[src/design/iefe_pkg.sv]
`timescale 1ns / 1ps
`default_nettype none
// ----------------------------------------------------------------------------
// iefe_pkg
// Shared types, constants and edge tables of the edge fraction encoder.
// ----------------------------------------------------------------------------
package iefe_pkg;

	localparam int SAMPLE_BITS_DEF = 32;
	localparam int FIELD_BITS      = 32;
	localparam int NUM_CORNERS     = 8;
	localparam int NUM_EDGES       = 12;
	localparam int EDGE_BITS       = 4;
	localparam int CODE_BITS       = 7;
	localparam int QUOT_BITS       = 7;

	localparam logic [CODE_BITS-1:0] CODE_BASE = 7'd35;
	localparam logic [CODE_BITS-1:0] CODE_BAD  = 7'd92;
	localparam logic [CODE_BITS-1:0] CODE_SUB  = 7'd33;

	// corner at each end of every cube edge
	localparam int EDGE_A [NUM_EDGES] = '{0, 1, 2, 3, 4, 5, 6, 7, 0, 1, 2, 3};
	localparam int EDGE_B [NUM_EDGES] = '{1, 2, 3, 0, 5, 6, 7, 4, 4, 5, 6, 7};

	// per-edge result leaving a lane
	typedef struct packed {
		logic                 hit;
		logic [QUOT_BITS-1:0] quot;
	} lane_res_t;

	// edges this cube owns, from its boundary flags
	function automatic logic [NUM_EDGES-1:0] owned_edges(input logic fx, input logic fy,
		input logic fz);
		logic [NUM_EDGES-1:0] m;
		m = '0;
		m[0] = 1'b1;
		m[3] = 1'b1;
		m[8] = 1'b1;
		if (fx) begin
			m[1] = 1'b1;
			m[9] = 1'b1;
		end
		if (fy) begin
			m[4] = 1'b1;
			m[7] = 1'b1;
		end
		if (fz) begin
			m[2]  = 1'b1;
			m[11] = 1'b1;
		end
		if (fx && fz) m[10] = 1'b1;
		if (fx && fy) m[5] = 1'b1;
		if (fy && fz) m[6] = 1'b1;
		return m;
	endfunction

	// printable code from the quotient, avoiding the backslash
	function automatic logic [CODE_BITS-1:0] frac_code(input logic [QUOT_BITS-1:0] q);
		logic [CODE_BITS-1:0] c;
		c = CODE_BASE + q;
		return (c == CODE_BAD) ? CODE_SUB : c;
	endfunction

endpackage
`default_nettype wire

[src/design/iefe_lane.sv]
`timescale 1ns / 1ps
`default_nettype none
// ----------------------------------------------------------------------------
// iefe_lane
// One edge: crossing test, scale by 90 and a pipelined restoring divider.
// ----------------------------------------------------------------------------
module iefe_lane import iefe_pkg::*; #(
	parameter int SAMPLE_BITS = SAMPLE_BITS_DEF
) (
	input  wire logic                   clk,
	input  wire logic                   arst_n,
	input  wire logic                   adv,
	input  wire logic                   own,
	input  wire logic [SAMPLE_BITS-1:0] a,
	input  wire logic [SAMPLE_BITS-1:0] b,
	input  wire logic [SAMPLE_BITS-1:0] level,
	output lane_res_t                   res
);

	localparam int DW = SAMPLE_BITS + QUOT_BITS;

	logic                   own_s1;
	logic [SAMPLE_BITS-1:0] num_s1, den_s1;
	logic                   num_neg_s1, den_neg_s1;
	logic                   num_neg, den_neg;
	logic [SAMPLE_BITS-1:0] num, den;

	// magnitudes and signs of level-a and b-a
	always_comb begin
		num_neg = level < a;
		num     = num_neg ? a - level : level - a;
		den_neg = b < a;
		den     = den_neg ? a - b : b - a;
	end

	always_ff @(posedge clk or negedge arst_n) begin
		if (!arst_n) begin
			own_s1 <= 1'b0;
		end else if (adv) begin
			own_s1 <= own && (a != b);
		end
	end

	always_ff @(posedge clk) begin
		if (adv) begin
			num_s1     <= num;
			den_s1     <= den;
			num_neg_s1 <= num_neg;
			den_neg_s1 <= den_neg;
		end
	end

	// divider pipeline, index 0 is stage 2
	logic                   hit_s [QUOT_BITS+1];
	logic [DW-1:0]          rem_s [QUOT_BITS+1];
	logic [SAMPLE_BITS-1:0] dvs_s [QUOT_BITS+1];
	logic [QUOT_BITS-1:0]   quo_s [QUOT_BITS+1];
	logic [DW-1:0]          num_w;

	assign num_w = DW'(num_s1);

	// crossing when 0 <= num/den < 1; numerator scaled by 90
	always_ff @(posedge clk or negedge arst_n) begin
		if (!arst_n) begin
			hit_s[0] <= 1'b0;
		end else if (adv) begin
			hit_s[0] <= own_s1 && !(num_s1 != '0 && num_neg_s1 != den_neg_s1)
				&& (num_s1 < den_s1);
		end
	end

	always_ff @(posedge clk) begin
		if (adv) begin
			rem_s[0] <= (num_w << 6) + (num_w << 4) + (num_w << 3) + (num_w << 1);
			dvs_s[0] <= den_s1;
			quo_s[0] <= '0;
		end
	end

	// one quotient bit per stage, most significant first
	for (genvar j = 0; j < QUOT_BITS; j++) begin : g_div
		localparam int K = QUOT_BITS - 1 - j;
		logic [DW-1:0] dsh;
		logic          ge;

		always_comb begin
			dsh = DW'(dvs_s[j]) << K;
			ge  = rem_s[j] >= dsh;
		end

		always_ff @(posedge clk or negedge arst_n) begin
			if (!arst_n) begin
				hit_s[j+1] <= 1'b0;
			end else if (adv) begin
				hit_s[j+1] <= hit_s[j];
			end
		end

		always_ff @(posedge clk) begin
			if (adv) begin
				rem_s[j+1] <= ge ? rem_s[j] - dsh : rem_s[j];
				dvs_s[j+1] <= dvs_s[j];
				quo_s[j+1] <= quo_s[j] | (ge ? QUOT_BITS'(1) << K : '0);
			end
		end
	end

	assign res = {hit_s[QUOT_BITS], quo_s[QUOT_BITS]};

endmodule
`default_nettype wire

[config.mk]
export PLATFORM = sky130hd
export DESIGN_NAME = iefe_lane
export DESIGN_NICKNAME = d
export VERILOG_FILES = /design/src/design/iefe_pkg.sv /design/src/design/iefe_lane.sv
export SDC_FILE = /design/constraint.sdc
export NUM_CORES = 2
export LEC_CHECK = 0
export ABC_CLOCK_PERIOD_IN_PS = 4000
export BUFFER_PORTS_ARGS = -buffer_cell sky130_fd_sc_hd__buf_2
export CORE_ASPECT_RATIO = 0.6
export CORE_MARGIN = 2
export CORE_UTILIZATION = 39
export DETAILED_ROUTE_END_ITERATION = 6
export GPL_TIMING_DRIVEN = 1
export PLACE_DENSITY = 0.65
export RECOVER_POWER = 25
export SYNTH_ARGS = -nofsm -noshare
export SYNTH_HDL_FRONTEND = slang
export SYNTH_SLANG_ARGS = --single-unit
[constraint.sdc]
create_clock -name clk -period 4 [get_ports clk]
set_input_delay 0.4 -clock clk [delete_from_list [all_inputs] [get_ports clk]]
set_output_delay 0.4 -clock clk [all_outputs]
set_load 0.03 [all_outputs]
Word level (Yosys, flattened, before mapping):

Memory sizes are Yosys's and may differ from the RTL's.
Cells that the tools add are included.

* register bits after elaboration: 75
* bits in read-only memories: 0
* bits in writable memories: 624
* word-level logic and storage cells: 73
* memories: 3
* latch bits: 0
* input bits: 100
* output and inout bits: 8

* div/mod/pow operators: 0
* reduce and logical (&&, ||, !) cells: 6
* muxes and demuxes: 18
* add/subtract/negate cells: 14
* equality and inequality tests: 2
* magnitude comparators: 10
* bitwise operators: 7
* $mul: 0
* shifts and indexed selects: 0

Memories
* rem_s: depth 8, bits a word 39, read ports 7, clocked after Yosys merged registers in 0, write ports 8, line iefe_lane.sv:55 `logic [DW-1:0] rem_s [QUOT_BITS+1];`
* dvs_s: depth 8, bits a word 32, read ports 7, clocked after Yosys merged registers in 0, write ports 8, line iefe_lane.sv:56 `logic [SAMPLE_BITS-1:0] dvs_s [QUOT_BITS+1];`
* quo_s: depth 8, bits a word 7, read ports 8, clocked after Yosys merged registers in 0, write ports 8, line iefe_lane.sv:57 `logic [QUOT_BITS-1:0] quo_s [QUOT_BITS+1];`

Operators by type and width (count)
* $mux W39: 7
* $sub A32 B32 Y32: 4
* $lt A32 B32 Y1: 3
* $mux W32: 2
* $add A38 B36 Y39: 1
* $add A39 B33 Y39: 1
* $add A39 B35 Y39: 1
* $ge A39 B32 Y1: 1
* $ge A39 B33 Y1: 1
* $ge A39 B34 Y1: 1
* $ge A39 B35 Y1: 1
* $ge A39 B36 Y1: 1
* $ge A39 B37 Y1: 1
* $ge A39 B38 Y1: 1
* $sub A39 B32 Y39: 1
* $sub A39 B33 Y39: 1
* $sub A39 B34 Y39: 1
* $sub A39 B35 Y39: 1
* $sub A39 B36 Y39: 1
* $sub A39 B37 Y39: 1
* $sub A39 B38 Y39: 1
* $ne A32 B32 Y1: 1
* $reduce_bool A32 Y1: 1
* $mux W7: 1
* other kinds (16): 21

Logic depth before layout (Yosys ltp):

* depth in word-level cells: 5
* depth in mapped cells: 18
* depth with buffers taken out: 18

Least setup slack after synthesis:

No wires, ideal clock.

* path kind: register to register
* start: register num_s1[17]
* end: memory rem_s[0][36] in the netlist's numbering, data pin
* slack: -0.318 ns
* library setup time: 0.259 ns
* clock period less this slack: 4.318 ns
* arrival time: 4.059 ns
* buffers on the path: 1
* data required time: 3.741 ns
* stages on the path, launching flop included: 17
* path through: edfxtp_1 -> inv_1 -> fa_1 -> fa_1 -> inv_1 -> ha_1 -> buf_2 -> and2_1 -> a311o_1 -> a221oi_1 -> o22ai_1 -> o41a_1 -> a41oi_1 -> o31a_1 -> o21bai_1 -> a21oi_1 -> xnor2_1

RTL lines
* start: declaration: line iefe_lane.sv:23 `logic [SAMPLE_BITS-1:0] num_s1, den_s1;`
* start signal: assignment: line iefe_lane.sv:46 `num_s1 <= num;`
* end: declaration: line iefe_lane.sv:55

==> results.sh <==
export IMPL_outcome="finished with violations"
export IMPL_violations="capacitance limit, slew limit, setup timing"
export IMPL_synth_top_area_share_pct=41.25
export IMPL_comb_power_share_pct=57.4
export IMPL_drtPass1Iterations=6
export IMPL_tritoncts="built"
export IMPL_rsz0062_at_grt="yes"
export IMPL_yosys_cell_types_count=90
export IMPL_ys_seq_area_share_pct=41.78
export IMPL_grt_first_pass_wirelength_um=180500
export IMPL_p_seq_share_pct=27.7
export IMPL_synthMuxAreaShare_pct=1.304
export IMPL_cts_buffers=58
export IMPL_cts_sink_count=593
export IMPL_drt_iter0_markers=3475
export IMPL_synth_area_leaders="edfxtp_1 (41%), ha_1 (12%), inv_1 (4.7%), a21oi_1 (4.4%), a21o_1 (3.8%)"
export IMPL_critPathArrivalTime_ps=4600
export IMPL_setup_violations=10
export IMPL_fin_crit_ps=4208
export IMPL_p_int_w=0.02352
export IMPL_switching_share_pct=40.91
export IMPL_async_flop_share_pct=1.518
export IMPL_synth_largest_area_cell="edfxtp_1"
export IMPL_drcViolationCount=0
export IMPL_clk_latency_ps=660
export IMPL_crit_path_end_kind="flop"
export IMPL_coreArea_sq_um=107800
export IMPL_vdd_drop_max_uv=476.1
export IMPL_nets=5222
export IMPL_synth_compound_area_share_pct=18.73
export IMPL_dpl_hpwl_um=93660
export IMPL_worstPathRequired_ps=4390
export IMPL_wl_per_cell_um=19.25
export IMPL_drive_gt1_share_pct=13.55
export IMPL_clockPowerShare_pct=14.9
export IMPL_grt_max_degree=98
export IMPL_die_area_sq_um=111800
export IMPL_worst_slack_ps=-207.6
export IMPL_synth_ff_type="edfxtp_1"
export IMPL_power_density_nw_per_um2=810.6
export IMPL_synth_warnings=0
export IMPL_finClkSkew_ps=33.02
export IMPL_fmax_ghz=0.2377
export IMPL_tightestPinTransition_ps=2361
export IMPL_ant_nets=0
export IMPL_grt_pass1_vias=30922
export IMPL_path_clk_slew_ps=70
export IMPL_dp_slack_ps=-431.1
export IMPL_synth_seq_cells=593
export IMPL_vias=33162
export IMPL_worstPathMaxFanout=6
export IMPL_synth_fa_ha_area_share_pct=15.67
export IMPL_synth_top_family_by_area="compound AO/OA/AOI/OAI gates"
export IMPL_p_sw_w=0.01628
export IMPL_viasPerCell=5.432
export IMPL_synth_edf_count=584
export IMPL_synth_area_per_cell_sq_um=9.883
export IMPL_netlist_area_sq_um=42520
export IMPL_totalPowerFinal_w=0.03981
export IMPL_p_leak_nw=21.52
export IMPL_synth_cells=4302
export IMPL_start_util_pct=39.46
export IMPL_synthesis_nets=4893
export IMPL_synthXorXnorAreaFrac_pct=5.624
export IMPL_die_h_um=259.8
export IMPL_chipWidth_um=430.3
export IMPL_cts_buffer_depth=3
export IMPL_antenna_found_initial=3
export IMPL_row_count=93
export IMPL_numPortBuffers=107
export IMPL_nFillCells=10139
export IMPL_relSlewSlack_pct=-57.41
export IMPL_diodes=0
export IMPL_totalWireLength_um=117500
export IMPL_area_delta_synth_final_pct=15.50
export IMPL_hold_path_class="in -> reg"
export IMPL_gp_congestion=0.9688
export IMPL_overflow=0
export IMPL_root_buffer="clkbuf_16"
export IMPL_critPathKind="reg -> reg"
export IMPL_hold_violations=0
export IMPL_slew_violations=65
export IMPL_io_pins=108
export IMPL_finalCritPeriodShare_pct=105.2
export IMPL_track_usage_pct=20.55
export IMPL_start_kind="flop"
export IMPL_h_tree_depth=2
export IMPL_yosys_area_share_simple_pct=10.69
export IMPL_cap_violations=1
## per-layer routing
metal | routed length, um | track usage (%) | vias to the layer above
met5 | 241 | 1.765 | -
met1 | 60330 | 33.87 | 15748
li1 | - | - | 16111
met2 | 41680 | 25.58 | 1217
met4 | 1071 | 2.515 | 2
met3 | 14190 | 6.396 | 84
## state kept, by name (all words and copies together), names as in the netlist
signal,cells
num_neg_s1,1
den_neg_s1,1
hit_s,7
num_s1,32
own_s1,1
rem_s,266
quo_s,28
dvs_s,224
res,1
den_s1,32
## layout by cell type, fill, tap and decap left out, drive strengths merged, types with 63 or more instances in the layout
cell    count
a21o      214
a21oi     379
buf       405
clkbuf     73
edfxtp    584
fa         69
ha        422
inv       543
nand2     326
nand4      80
nor2      169
o21ai     351
o21bai     63
xnor2     162
xor2      111
## path summary, 6_finish.rpt
path | start | endpoint | slack, ps | cells past startpoint
setup / recovery | num_s1[12] | rem_s[0][36] | -210 | 17
hold / removal | own | own_s1 | 80 | 3
setup reg to reg | num_s1[12] | rem_s[0][36] | -210 | 17
hold reg to reg | quo_s[0][25] | quo_s[1][4] | 420 | 0
max in group asynchronous | arst_n | hit_s[6] | 3440 | 2
min in group asynchronous | arst_n | res[7] | 230 | 2
## area by class of cell
type	instances	area [sq um]	area share [%]
tap	1425	1783	3.631
clock inverter	39	521.8	1.063
timing repair buffer	409	2975	6.059
clock buffer	70	1496	3.047
inverter	540	2027	4.128
sequential	593	17760	36.17
multi-input combinational	3029	22540	45.90
## kinds of logic (layout without fill, tap and decap cells)
| family | Yosys count | in the layout |
|---|---|---|
| XOR/XNOR | 273 | 273 |
| buffers and inverters | 682 | 1058 |
| AO/OA/AOI/OAI | 1275 | 1277 |
| adder cells (fa/ha/maj) | 491 | 491 |
| multiplexers | 52 | 52 |
| flip-flops | 593 | 593 |
| AND/OR/NAND/NOR | 936 | 936 |
## timing repair
action                                  CTS  global route
endpoints found under the setup margin   13           114
gates cloned                              0             2
hold buffers                              1             0
setup buffers                             8            10
gates resized for setup                  46            38
pin swaps                                39            33
endpoints found under the hold margin     9             0
## critical path, stage by stage (launching register included)
cell and delay (ps):
edfxtp_1 360, inv_2 70, buf_4 140, fa_1 430, fa_1 490, inv_1 40
ha_1 310, buf_4 170, nand4_1 150, inv_1 100, a221oi_4 340, o22ai_4 140
o41a_1 380, a41oi_2 250, o31a_1 250, o21bai_1 90, a21oi_2 140, xnor2_1 70
## per-stage QoR
stage | util [%] | hold slack [ps] | TNS, ps | instances | instance area (sq um)
6_report | 45.57 | 83.36 | -971.6 | 6105 | 49110
3_3_place_gp | 43.20 | 260.6 | -2340 | 5978 | 46540
2_1_floorplan | - | 104.4 | 0 | 4302 | 42540
4_1_cts | 45.31 | 59.84 | -1683 | 6094 | 48820
5_1_grt | 45.57 | 75.90 | -2931 | 6105 | 49110
3_5_place_dp | 43.20 | 262.4 | -3237 | 5978 | 46540
## power by group through the flow
stage               clock network (W)  logic [W]  registers, W
finish                        0.00593     0.0229        0.0110
global route                  0.00629     0.0254        0.0112
CTS                           0.00606     0.0219        0.0110
detailed placement                  0     0.0211        0.0112
global placement                    0     0.0208        0.0111
floorplan                           0     0.0149        0.0107
## cells in the mapped netlist (22+ instances only)
| master | n |
|---|---|
| inv_1 | 536 |
| nor2_1 | 169 |
| nand2b_1 | 51 |
| nand4_1 | 80 |
| o21a_1 | 35 |
| ha_1 | 422 |
| edfxtp_1 | 584 |
| a211oi_1 | 25 |
| nor2b_1 | 57 |
| a31oi_1 | 37 |
| o21ai_1 | 53 |
| nand3_1 | 61 |
| fa_1 | 69 |
| buf_2 | 32 |
| nor4_1 | 24 |
| o31ai_1 | 22 |
| clkbuf_1 | 97 |
| o21ai_0 | 297 |
| o21bai_1 | 63 |
| a21o_1 | 214 |
| nor3_1 | 60 |
| a21oi_1 | 378 |
| mux2i_1 | 25 |
| xnor2_1 | 162 |
| xor2_1 | 111 |
| nand2_1 | 326 |
| and3_1 | 26 |
Power figures use the tool's default switching activity.
