$ cat src/design/iefe_pkg.sv
`timescale 1ns / 1ps
`default_nettype none
// ----------------------------------------------------------------------------
// iefe_pkg
// Shared types, constants and edge tables of the edge fraction encoder.
// ----------------------------------------------------------------------------
package iefe_pkg;

	localparam int SAMPLE_BITS_DEF = 32;
	localparam int FIELD_BITS      = 32;
	localparam int NUM_CORNERS     = 8;
	localparam int NUM_EDGES       = 12;
	localparam int EDGE_BITS       = 4;
	localparam int CODE_BITS       = 7;
	localparam int QUOT_BITS       = 7;

	localparam logic [CODE_BITS-1:0] CODE_BASE = 7'd35;
	localparam logic [CODE_BITS-1:0] CODE_BAD  = 7'd92;
	localparam logic [CODE_BITS-1:0] CODE_SUB  = 7'd33;

	// corner at each end of every cube edge
	localparam int EDGE_A [NUM_EDGES] = '{0, 1, 2, 3, 4, 5, 6, 7, 0, 1, 2, 3};
	localparam int EDGE_B [NUM_EDGES] = '{1, 2, 3, 0, 5, 6, 7, 4, 4, 5, 6, 7};

	// per-edge result leaving a lane
	typedef struct packed {
		logic                 hit;
		logic [QUOT_BITS-1:0] quot;
	} lane_res_t;

	// edges this cube owns, from its boundary flags
	function automatic logic [NUM_EDGES-1:0] owned_edges(input logic fx, input logic fy,
		input logic fz);
		logic [NUM_EDGES-1:0] m;
		m = '0;
		m[0] = 1'b1;
		m[3] = 1'b1;
		m[8] = 1'b1;
		if (fx) begin
			m[1] = 1'b1;
			m[9] = 1'b1;
		end
		if (fy) begin
			m[4] = 1'b1;
			m[7] = 1'b1;
		end
		if (fz) begin
			m[2]  = 1'b1;
			m[11] = 1'b1;
		end
		if (fx && fz) m[10] = 1'b1;
		if (fx && fy) m[5] = 1'b1;
		if (fy && fz) m[6] = 1'b1;
		return m;
	endfunction

	// printable code from the quotient, avoiding the backslash
	function automatic logic [CODE_BITS-1:0] frac_code(input logic [QUOT_BITS-1:0] q);
		logic [CODE_BITS-1:0] c;
		c = CODE_BASE + q;
		return (c == CODE_BAD) ? CODE_SUB : c;
	endfunction

endpackage
`default_nettype wire

$ cat src/design/iefe_merge.sv
`timescale 1ns / 1ps
`default_nettype none
// ----------------------------------------------------------------------------
// iefe_merge
// Collects the lane results of one cube and sends them highest edge first.
// ----------------------------------------------------------------------------
module iefe_merge import iefe_pkg::*; (
	input  wire logic        clk,
	input  wire logic        arst_n,
	input  wire lane_res_t   res [NUM_EDGES],
	input  wire logic        m_axis_tready,
	output logic             m_axis_tvalid,
	output logic [15:0]      m_axis_tdata,  // fraction_code[6:0], edge_number[10:7]
	output logic             m_axis_tlast,
	output logic             adv
);

	logic [NUM_EDGES-1:0]                pend_q;
	logic [NUM_EDGES-1:0][CODE_BITS-1:0] code_q;
	logic [EDGE_BITS-1:0]                sel;
	logic                                single;

	// highest pending edge
	always_comb begin
		sel = '0;
		for (int e = 0; e < NUM_EDGES; e++) begin
			if (pend_q[e]) sel = EDGE_BITS'(e);
		end
	end

	// load a new cube once the current one is empty or on its last transfer
	always_comb begin
		single        = (pend_q & (pend_q - 1'b1)) == '0;
		m_axis_tvalid = pend_q != '0;
		m_axis_tlast  = single;
		m_axis_tdata  = {5'b0, sel, code_q[sel]};
		adv           = !m_axis_tvalid || (single && m_axis_tready);
	end

	always_ff @(posedge clk or negedge arst_n) begin
		if (!arst_n) begin
			pend_q <= '0;
		end else if (adv) begin
			for (int e = 0; e < NUM_EDGES; e++) pend_q[e] <= res[e].hit;
		end else if (m_axis_tready) begin
			pend_q[sel] <= 1'b0;
		end
	end

	always_ff @(posedge clk) begin
		if (adv) begin
			for (int e = 0; e < NUM_EDGES; e++) code_q[e] <= frac_code(res[e].quot);
		end
	end

endmodule
`default_nettype wire
$ cat config.mk
export PLATFORM = sky130hd
export DESIGN_NAME = iefe_merge
export DESIGN_NICKNAME = d
export VERILOG_FILES = /design/src/design/iefe_pkg.sv /design/src/design/iefe_merge.sv
export SDC_FILE = /design/constraint.sdc
export NUM_CORES = 1
export LEC_CHECK = 0
export BUFFER_PORTS_ARGS = -buffer_cell sky130_fd_sc_hd__buf_2
export CORE_UTILIZATION = 45
export CTS_CLUSTER_SIZE = 12
export DETAILED_ROUTE_END_ITERATION = 16
export GPL_TIMING_DRIVEN = 0
export PLACE_DENSITY_LB_ADDON = 0.15
export SYNTH_ARGS = -nofsm -noshare
export SYNTH_HDL_FRONTEND = slang
export SYNTH_SLANG_ARGS = --single-unit
$ cat constraint.sdc
create_clock -name clk -period 3.3 [get_ports clk]
set_input_delay 0.165 -clock clk [delete_from_list [all_inputs] [get_ports clk]]
set_output_delay 0.165 -clock clk [all_outputs]
set_load 0.01 [all_outputs]
---- After elaboration in Yosys (flattened, before gate mapping) ----
Index checks and enable logic that the tools add are counted.
word-level totals
  register bits after elaboration ......... 96
  input port bits ......................... 99
  logic and storage cells ................. 67
operators by class
  $add $sub $neg .......................... 13
  $lt $le $gt $ge ......................... 2
  equal/unequal tests ..................... 12
  muxes and demuxes ....................... 17
  bitwise gates (word level) .............. 3
  reduce and logical (&&, ||, !) cells .... 7
operators with widths
  cell                   count
  $add 6x7->7 const A    12
  $eq 7x7->1 const B     12
  $mux 4                 9
  $bmux 7 s4             1
  $and 12x12->12         2
  $mux 12                2
  $logic_not 12->1       1
  $not 12->12            1
  $reduce_bool 12->1     1
  $sub 12x1->12 const B  1
  $mux 7                 1
  $lt 4x5->1 const B     1
  $demux 1 s4            1
  $ge 4x1->1 const B     1
  $logic_and 1x1->1      2
  $mux 1                 2
  $mux 2                 1
  $reduce_bool 2->1      1
  $logic_not 1->1        1
  $logic_or 1x1->1       1

---- Longest topological paths before layout ----
Gate-level depths: netlist of run 1.
  word-level depth ........................ 19
  gate-level depth with buffers ........... 8
  depth with buffers taken out ............ 7

---- Worst setup path after synthesis of run 1 ----
Ideal clock, no wire load.
  path kind ............................... reg-to-reg
  from .................................... register pend_q[7]
  to ...................................... register code_q[0] (netlist bit), enable pin
  setup time .............................. 0.373 ns
  arrival time ............................ 2.302 ns
  required time ........................... 2.927 ns
  slack ................................... 0.626 ns
  stages on the path, launching flop included .. 7
  buffers on the path ..................... 1
  cell sequence ........................... dfrtp_1 -> nor4_2 -> nand3_2 -> maj3_2 -> a211oi_4 -> and2_4 -> buf_8
between the ends
  word-level cells in the longest chain between the ends .. 5
RTL lines
  what                               RTL line          text
  from (decl)                        iefe_merge.sv:18  logic [NUM_EDGES-1:0] pend_q;
  from (signal assigned)             iefe_merge.sv:42  pend_q <= '0;
  from (signal, indexed assignment)  iefe_merge.sv:46  pend_q[sel] <= 1'b0;
  $sub 12x1->12                      iefe_merge.sv:33  single = (pend_q & (pend_q - 1'b1)) == '0;
  $and 12x12->12 (*)                 iefe_merge.sv:33
  $logic_not 12->1 (*)               iefe_merge.sv:33
  net m_axis_tlast                   iefe_merge.sv:14  output logic m_axis_tlast,
  $logic_and 1x1->1 (*)              iefe_merge.sv:37  adv = !m_axis_tvalid || (single && m_axis_tready);
  $logic_or 1x1->1 (*)               iefe_merge.sv:37
  net adv                            iefe_merge.sv:15  output logic adv
  to (decl)                          iefe_merge.sv:19  logic [NUM_EDGES-1:0][CODE_BITS-1:0] code_q;
The timed path passes the listed nets; every way through them passes the cells marked *.
A chain may end at the register's enable or synchronous reset.

---- Final worst setup path of run 1 ----
  from .................................... register pend_q[7]
  to ...................................... output adv
between the ends
  word-level cells in the longest chain between the ends .. 5
RTL lines
  what                  RTL line
  $sub 12x1->12         iefe_merge.sv:33
  $and 12x12->12        iefe_merge.sv:33
  $logic_not 12->1      iefe_merge.sv:33
  $logic_and 1x1->1     iefe_merge.sv:37
  $logic_or 1x1->1 (*)  iefe_merge.sv:37
  to (decl)             iefe_merge.sv:15
Every way passes the cells marked *; elsewhere a longest branch is shown, timed or not.

==> summary.txt, run 1 <==
Die width = 116 um
Cell with the most instances after synthesis = nor2_1
Post-synthesis compound-gate area fraction = 12.0%
Drt total wl = 13.4 mm
Final-stage net count = 815
Register bit total from synthesis = 96
Kind of critical path = register to output pin
TritonCTS buffer count = 9
Worst path slowest cell = nor4_4
Mapped Area = 5820 um2
Critical Path RT = 3130 ps
Total negative slack = 0 ps
Crit share post-route = 94.9%
Post-synthesis sequential area ratio = 48.5%
DP HPWL = 10.2 mm
Final setup vio count = 0
Leading cell types by count after synthesis = 106 x nor2_1, 84 x edfxtp_1, 38 x xor2_1
Clock sink count = 96
Final min period = 3130 ps
I/O Buffers = 112
Max-slew headroom at the worst pin = 41.3%
Yosys top cell by area = edfxtp_1
Crit end category = output pin
Placed Area = 6610 um2
CTS tree = yes
Max-Cap Viols = 0
Synth-to-Final Area Change = 19.8%
Core area = 12600 um2
Worst Path Arrival = 2970 ps
Total Die Area = 13400 um2
Xor/xnor cell area share of the yosys netlist = 9.18%
Leakage Power = 2.90 nW
Final Cell Area = 6970 um2
Hold slack = 29.4 ps
Dominant cells by area after synthesis = edfxtp_1 43%, nor2_1 6.8%, xor2_1 5.7%
Hold Crit Class = primary input to register
Vias = 4634
Post-Place Cells = 850
CP max FO = 94
Global-route wire length before repair = 21.1 mm
Gate Count Post-Synth = 562
# rows = 41
YS warnings = 0
Max-slew violations = 0
Slowest Stage Delay on Critical Path = 510 ps
Number of synthesized flops with an enable pin = 84
Longest Clk Path Bufs = 2
Initial Utilization = 46.1%
Vias in the first global route = 4388
Outcome = completed
Fraction of layout cells with a size suffix above 1 = 24.1%
Antenna diodes = 0
Peak VDD IR = 464 uV
Routed length per placed instance = 15.4 um
Post-synth top area share = 43.3%
Simple-gate area share of the yosys netlist = 18.7%
Iter 0 DRT Violations = 301
Post-synthesis adder-cell area fraction = 5.35%
Global Route Usage Sum = 20.8%
Largest net degree at the start of global routing = 95
RSZ-0062 raised after global routing = no
Buf/Inv on CP = 2
Remaining global-route overflow = 0
Worst-skew pair later-pin latency = 340 ps
Fillcell total = 1151
Clock slew seen by the registers of the worst setup and hold paths = 70 ps
Chip height = 116 um
GP Congestion = 0.826
Avg Cell Area, Syn = 10.4 um2
Async SR Flop Fraction = 12.5%
Final core occ = 55.3%
Final cell count without fillers = 869
CP cell instances = nor4_4 -> nand3_2 -> maj3_2 -> a211oi_4 -> and2_4 -> buf_16 -> buf_2
Largest family of logic cells by synthesized area = simple AND/OR/NAND/NOR gates
Max Fclk = 319 MHz
Critical Path Start Type = register
Multiplexer share of the synthesized area = 2.71%
Power density cells = 933 nW/um2
Worst path top cell family by delay = simple AND/OR/NAND/NOR gates
Boundary Pins = 118
H-tree levels = 3
Synth Flop Type = edfxtp_1
Final Hold Vio Count = 0
CTS root buf = clkbuf_16
Worst slew pin tran = 872 ps
Synth cell types = 53
Post-DRT Antenna Nets = 0
DRT Pass-1 Iters = 5
Clock skew = 6.09 ps
# DRC = 0
Vias per cell = 5.33
Initial antenna violation count = 0
worst paths after layout:
| path | start | to | slack, ps | cells past startpoint |
|---|---|---|---|---|
| hold reg to reg | pend_q[2] | pend_q[2] | 630 | 1 |
| hold / removal | res[31] | pend_q[8] | 30 | 2 |
| setup / recovery | pend_q[7] | adv | 170 | 7 |
| min in group asynchronous | arst_n | pend_q[4] | 240 | 2 |
| max in group asynchronous | arst_n | pend_q[10] | 2840 | 2 |
| setup reg to reg | pend_q[7] | code_q[52] | 530 | 6 |
repair_timing:
action | 4_1_cts | 5_1_grt
setup buffers | 0 | 2
pin swaps | 0 | 1
hold endpoints to repair | 12 | 0
setup endpoints to repair | 1 | 4
resized for setup | 3 | 5
hold buffers | 1 | 0
through the flow:
stage | power, mW | setup slack, ps
final | 6.50 | 167
after global routing | 6.89 | 19.3
after CTS | 6.42 | 13.9
after detailed placement | 5.33 | 203
after global placement | 5.27 | 253
after floorplan | 4.10 | 626
metal layers:
| metal | up-vias | part of all wire (%) | global-route usage, % |
|---|---|---|---|
| met5 | - | 0 | 0 |
| met4 | 0 | 2.0 | 6.84 |
| met3 | 19 | 4.7 | 3.66 |
| met2 | 152 | 49 | 36.0 |
| met1 | 2175 | 44 | 26.5 |
| li1 | 2288 | - | - |
layout by cell type (no fill, tap or decap), types with 11 or more instances in the layout:
master / synthesis / routed
nand2_1: 31 / 31
nor4_1: 11 / 11
xnor2_1: 23 / 23
a21o_1: 13 / 12
inv_1: 30 / 30
o21ai_0: 21 / 21
edfxtp_1: 84 / 84
dfrtp_1: 12 / 12
mux2_2: 14 / 14
ha_1: 24 / 24
xor2_1: 38 / 38
nand2b_1: 24 / 24
nor2_1: 106 / 106
buf_2: 3 / 115
nand3_1: 33 / 33
cells by family (layout without fill, tap and decap cells):
family / count (synthesis) / in the layout
other cells: 1 / 5
compound gates: 93 / 93
fa+ha+maj: 25 / 25
buf+inv: 43 / 174
mux: 14 / 14
simple gates: 229 / 229
flops: 96 / 96
xor+xnor: 61 / 61
final cells by class:
| cell class | count | area [um2] | area share (%) |
|---|---|---|---|
| clock buffer | 10 | 229 | 3.28 |
| clock inverter | 6 | 65.1 | 0.933 |
| buffer | 13 | 106 | 1.52 |
| tap | 172 | 215 | 3.09 |
| sequential | 96 | 2820 | 40.5 |
| multi-input combinational | 427 | 2840 | 40.7 |
| inverter | 30 | 113 | 1.61 |
| timing repair buffer | 115 | 586 | 8.40 |
power breakdown:
group | internal, mW | switching, mW
Clock | 0.592 | 0.449
Sequential | 1.75 | 0.201
Combinational | 1.36 | 2.16
Total | 3.70 | 2.81
worst register-to-register path: stages (launching register included):
cell and delay [ps]:
dfrtp_1 490, nor4_4 520, nand3_2 110, maj3_2 350, a211oi_4 290, and2_4 230
buf_16 340
sequential cells by signal, indices dropped and copies added (netlist names):
signal  cells
code_q     84
pend_q     12
Power figures use the tool's default switching activity.
==> run 2: changes to the inputs <==
- CORE_MARGIN: default -> 3
- GPL_TIMING_DRIVEN: 0 -> default
==> run 2 against run 1 <==
Effect of this change:
- sequential power grew 3%
- first-iteration DRC count grew 45%
- via count grew 0.82%
- cell count shrank 1.5%
- register-to-register slack gained 120 ps
- setup slack gained 8.9 ps
- core utilization grew 0.56 points
- routed wire length grew 7.1%
- clock power shrank 6%
- count of clock-buffer cells in the layout is the same
- non-clock buffer count shrank 9
==> summary.txt, run 2 (synthesis gave the netlist of run 1 again) <==
Outcome = completed
Buf/Inv on CP = 1 (-1)
Total net switching power = 2.74 mW (-2.4%)
Placed Area = 6580 um2 (-0.44%)
Total Die Area = 14300 um2 (+7.0%)
I/O Buffers = 112 (unchanged)
Max Fclk = 320 MHz (+0.28%)
Hold Crit Class = primary input to register
Crit share post-route = 94.7% (-0.27 points)
Max-slew headroom at the worst pin = 41.8% (+0.45 points)
Synth-to-Final Area Change = 18.1%
Top Registers = code_q: 84 flops, pend_q: 12 flops
GP Congestion = 0.880 (+6.5%)
Worst path slowest cell = o22ai_1
Boundary Pins = 118 (unchanged)
Fraction of layout cells with a size suffix above 1 = 23.0% (-1.1 points)
Most common cell after layout, fill and taps aside = buf_2
Worst-skew pair later-pin latency = 340 ps (about the same)
Clock sink count = 96 (unchanged)
Internal Power = 3.57 mW (-3.6%)
Global-route wire length before repair = 23.1 mm (+9.4%)
Final Hold Vio Count = 0 (unchanged)
Final Cell Area = 6870 um2 (-1.5%)
Clock slew seen by the registers of the worst setup and hold paths = 70 ps (about the same)
Stages on worst setup path = 7 (unchanged)
Final-stage net count = 806 (-1.1%)
Core area = 12300 um2 (-2.4%)
Clock power frac = 15.5% (-0.5 points)
Critical Path Start Type = register
Global Route Usage Sum = 20.2% (-0.57 points)
Worst path top cell family by delay = compound AO/OA/AOI/OAI gates
Switching share of power = 43.4% (+0.30 points)
Drt total wl = 14.4 mm (+7.1%)
# rows = 40 (-2.4%)
DRT Pass-1 Iters = 10 (+5)
Antenna diodes = 0 (unchanged)
Initial Utilization = 47.3% (+1.2 points)
Die width = 120 um (+3.5%)
Path depth of the worst reg2reg path = 7 (+1)
Reg with most FFs = code_q
Clock skew = 5.59 ps (-0.496 ps)
Most frequent cells in the layout = 112 x buf_2, 106 x nor2_1, 84 x edfxtp_1, 38 x xor2_1, 33 x nand3_1
Largest net degree at the start of global routing = 60 (-37%)
Vias = 4672 (+0.82%)
# DRC = 0 (unchanged)
CTS root buf = clkbuf_16
Part of the power in combinational logic = 52.7% (-1.3 points)
Max-Cap Viols = 0 (unchanged)
CTS tree = yes
Leakage Power = 2.85 nW (-2.0%)
Longest Clk Path Bufs = 2 (unchanged)
RSZ-0062 raised after global routing = no
Total negative slack = 0 ps (unchanged)
Crit end category = output pin
CP max FO = 10 (-89%)
Max-slew violations = 0 (unchanged)
Kind of critical path = register to output pin
DP HPWL = 11.3 mm (+11%)
Chip height = 120 um (+3.5%)
Slowest Stage Delay on Critical Path = 540 ps (+30 ps)
Worst slew pin tran = 865 ps (-6.67 ps)
Routed length per placed instance = 16.8 um (+8.7%)
Hold path depth = 2 (unchanged)
Power density cells = 917 nW/um2 (-1.6%)
H-tree levels = 3 (unchanged)
Critical Path RT = 3130 ps (about the same)
Iter 0 DRT Violations = 436 (+45%)
Flop pwr share = 31.8% (+1.8 points)
Vias per cell = 5.46 (+2.4%)
Post-DRT Antenna Nets = 0 (unchanged)
CP cell instances = nor2_1 -> a21boi_1 -> or4_1 -> o22ai_1 -> a222oi_1 -> o221ai_1 -> buf_2
Post-CTS Repair Setup Buffers = 0 (unchanged)
Worst Path Arrival = 2960 ps (about the same)
Final setup vio count = 0 (unchanged)
TritonCTS buffer count = 9 (unchanged)
Remaining global-route overflow = 0 (unchanged)
Max FFs per register = 84 (unchanged)
Vias in the first global route = 4582 (+4.4%)
Final min period = 3120 ps (-8.88 ps)
Peak VDD IR = 556 uV (+20%)
Initial antenna violation count = 0 (unchanged)
-- run 2: worst paths after layout --
check                          start              end  slack, ps
hold reg to reg            pend_q[1]        pend_q[1]        600
max in group asynchronous     arst_n        pend_q[5]       2820
setup / recovery           pend_q[4]  m_axis_tdata[6]        180
min in group asynchronous     arst_n        pend_q[1]        250
hold / removal               res[15]       pend_q[10]         40
setup reg to reg           pend_q[2]        pend_q[0]        650
-- run 2: power by group through the flow --
stage	registers, mW	clock network [mW]	logic, mW
floorplan	1.88	0	2.22
global placement	2.02	0	3.22
detailed placement	2.02	0	3.27
CTS	2.00	0.991	3.29
global route	2.04	1.04	3.60
finish	2.01	0.974	3.33
-- run 2: timing repair --
item / in CTS / in global routing
resized for setup: 0 / 1
endpoints found under the setup margin: 0 / 3
hold endpoints to repair: 12 / 0
hold buffers: 1 / 0
-- run 2: layer usage --
| layer | share of wire [%] | global-route usage (%) | wire length [um] |
|---|---|---|---|
| met3 | 6.1 | 3.44 | 878 |
| met2 | 49 | 34.2 | 6970 |
| met5 | 0 | 0 | 0 |
| met1 | 43 | 27.1 | 6220 |
| met4 | 1.9 | 5.44 | 275 |
-- run 2: area by class of cell --
| cell class | instances | area, um2 |
|---|---|---|
| clock buffer | 10 | 229 |
| timing repair buffer | 119 | 641 |
| multi-input combinational | 427 | 2810 |
| inverter | 30 | 113 |
| fill | 1093 | 5440 |
| sequential | 96 | 2820 |
| clock inverter | 6 | 50.0 |
| tap | 168 | 210 |
-- run 2: worst register-to-register path: stages, from the launching register on --
cell      delay (ps)
dfrtp_1          430
nor4_2           550
nand3_2          130
maj3_2           350
a211oi_4         270
and2_4           230
buf_12           210
mux2_2           370
-- run 2: per-stage QoR --
stage | hold slack [ps] | worst slack [ps] | power, mW | cells | utilization, %
after detailed placement | 77.9 | 587 | 5.29 | 839 | 53.5
after global placement | 67.7 | 671 | 5.25 | 839 | 53.5
after CTS | 37.2 | 226 | 6.28 | 856 | 55.8
final | 40.3 | 176 | 6.31 | 856 | 55.8
after global routing | 45.2 | 26.0 | 6.68 | 856 | 55.8
after floorplan | -131 | 626 | 4.10 | 566 | -
==> run 3: changes to the inputs <==
==> constraint.sdc (replaced) <==
create_clock -name clk -period 3.9 [get_ports clk]
set_input_delay 0.195 -clock clk [delete_from_list [all_inputs] [get_ports clk]]
set_output_delay 0.195 -clock clk [all_outputs]
set_load 0.02 [all_outputs]
==> run 3 against run 2 <==
Effect of this change:
- sequential cell count stayed put
- highest routed layer unchanged
- first-iteration DRC count up 7.6%
- hold slack improved by 10 ps
- sequential power shrank 16%
- clock power up 1%
- setup slack gained 460 ps
- core utilization up 0.25 points
- cell count fell by 0.23%
- count of clock-buffer cells in the layout fell by 1
- via count up 0.32%
- clock skew increased by 2.2 ps
==> summary.txt, run 3 (synthesis gave the netlist of run 1 again) <==
Final-stage net count = 804 (-0.25%)
Routed length per placed instance = 17.0 um (+1.5%)
Final min period = 3270 ps
DP HPWL = 11.4 mm (+0.86%)
RSZ-0062 raised after global routing = no
Final Hold Vio Count = 0 (unchanged)
Synth-to-Final Area Change = 18.6%
Power density cells = 816 nW/um2 (-11%)
CTS tree = yes
Post-CTS Repair Setup Buffers = 0 (unchanged)
# DRC = 0 (unchanged)
Clock sink count = 96 (unchanged)
Final setup vio count = 0 (unchanged)
Max Fclk = 306 MHz
Core area = 12300 um2 (unchanged)
Worst slew pin tran = 934 ps (+69.0 ps)
Initial antenna violation count = 0 (unchanged)
Beginning of the worst hold path = res[15]
Largest net degree at the start of global routing = 39 (-35%)
Vias in the first global route = 4627 (+0.98%)
Leakage Power = 2.86 nW (+0.67%)
Clock slew seen by the registers of the worst setup and hold paths = 70 ps (about the same)
Total power = 5.63 mW (-11%)
Outcome = completed
Global-route wire length before repair = 23.0 mm (-0.60%)
Most common cell after layout, fill and taps aside = buf_2
Total negative slack = 0 ps (unchanged)
Kind of critical path = register to output pin
Boundary Pins = 118 (unchanged)
TritonCTS buffer count = 9 (unchanged)
H-tree levels = 3 (unchanged)
GP Congestion = 0.857 (-2.5%)
Crit share post-route = 83.8%
Post-DRT Antenna Nets = 0 (unchanged)
Drt total wl = 14.5 mm (+1.3%)
Most frequent cells in the layout = 112 x buf_2, 106 x nor2_1, 84 x edfxtp_1, 38 x xor2_1, 33 x nand3_1
Clock skew = 7.76 ps (+2.17 ps)
Hold path depth = 2 (unchanged)
Worst-skew pair later-pin latency = 350 ps (about the same)
Vias per cell = 5.49 (+0.56%)
Max-slew headroom at the worst pin = 37.7% (-4.1 points)
Max FFs per register = 84 (unchanged)
CTS root buf = clkbuf_16
I/O Buffers = 112 (unchanged)
Post-CTS Resized = 0 (unchanged)
Worst Path Arrival = 3070 ps (+110 ps)
DRT Pass-1 Iters = 5 (-5)
Initial Utilization = 47.3% (unchanged)
Peak VDD IR = 485 uV (-13%)
Critical Path RT = 3700 ps (+570 ps)
Die width = 120 um (unchanged)
Crit end category = output pin
Chip height = 120 um (unchanged)
# rows = 40 (unchanged)
Vias = 4687 (+0.32%)
Total Die Area = 14300 um2 (unchanged)
Worst r2r src = pend_q[11]
Global Route Usage Sum = 20.5% (+0.22 points)
Antenna diodes = 0 (unchanged)
Path depth of the worst reg2reg path = 6 (-1)
Setup crit start = pend_q[9]
Top Registers = code_q: 84 flops, pend_q: 12 flops
Critical Path Start Type = register
Max-slew violations = 0 (unchanged)
Iter 0 DRT Violations = 469 (+7.6%)
Longest Clk Path Bufs = 2 (unchanged)
Hold Crit Class = primary input to register
Remaining global-route overflow = 0 (unchanged)
Reg with most FFs = code_q
Fraction of layout cells with a size suffix above 1 = 22.7% (-0.22 points)
Max-Cap Viols = 0 (unchanged)
CP max FO = 24 (+14)
-- run 3: report_power, final --
group	switching (mW)	leakage [nW]	internal (mW)
registers	0.216	0.917	1.48
logic	1.90	1.78	1.05
clock network	0.408	0.165	0.578
total	2.53	2.86	3.10
-- run 3: layout make-up --
type | count | area, um2
clock buffer | 9 | 225
fill | 1080 | 5410
inverter | 30 | 113
clock inverter | 7 | 114
sequential | 96 | 2820
timing repair buffer | 117 | 613
tap | 168 | 210
multi-input combinational | 427 | 2810
-- run 3: final timing paths --
| path | endpoint | slack (ps) |
|---|---|---|
| max | m_axis_tdata[6] | 630 |
| min | pend_q[10] | 50 |
| max reg2reg | code_q[54] | 840 |
| min reg2reg | pend_q[1] | 600 |
| max in group asynchronous | pend_q[9] | 3410 |
| min in group asynchronous | pend_q[3] | 260 |
-- run 3: per-layer routing --
layer / global-route usage (%) / vias up / wire (um)
li1: - / 2277 / -
met1: 26.0 / 2209 / 6230
met2: 34.6 / 173 / 7070
met3: 4.15 / 28 / 856
met4: 7.59 / 0 / 374
met5: 0 / - / 0
-- run 3: metrics by stage --
stage          area [um2]  utilization, %  worst slack, ps  hold WS [ps]  instances
6_report             6900            56.1              633          50.3        854
5_1_grt              6900            56.1              417          52.1        854
4_1_cts              6900            56.1              673          47.0        854
3_5_place_dp         6560            53.2              864          95.6        837
3_3_place_gp         6560            53.2             1010          93.3        837
2_1_floorplan        5840               -             1130          -101        566
-- run 3: repair_timing --
item	in CTS	in global routing
endpoints found under the setup margin	0	0
hold endpoints to repair	12	0
hold buffers	1	0
-- run 3: worst max-delay path, cell delays in order (launching register included) --
cell,delay [ps]
dfrtp_1,530
nor2b_1,360
a21o_1,750
mux2_2,420
a222oi_1,270
o221ai_1,190
buf_2,190
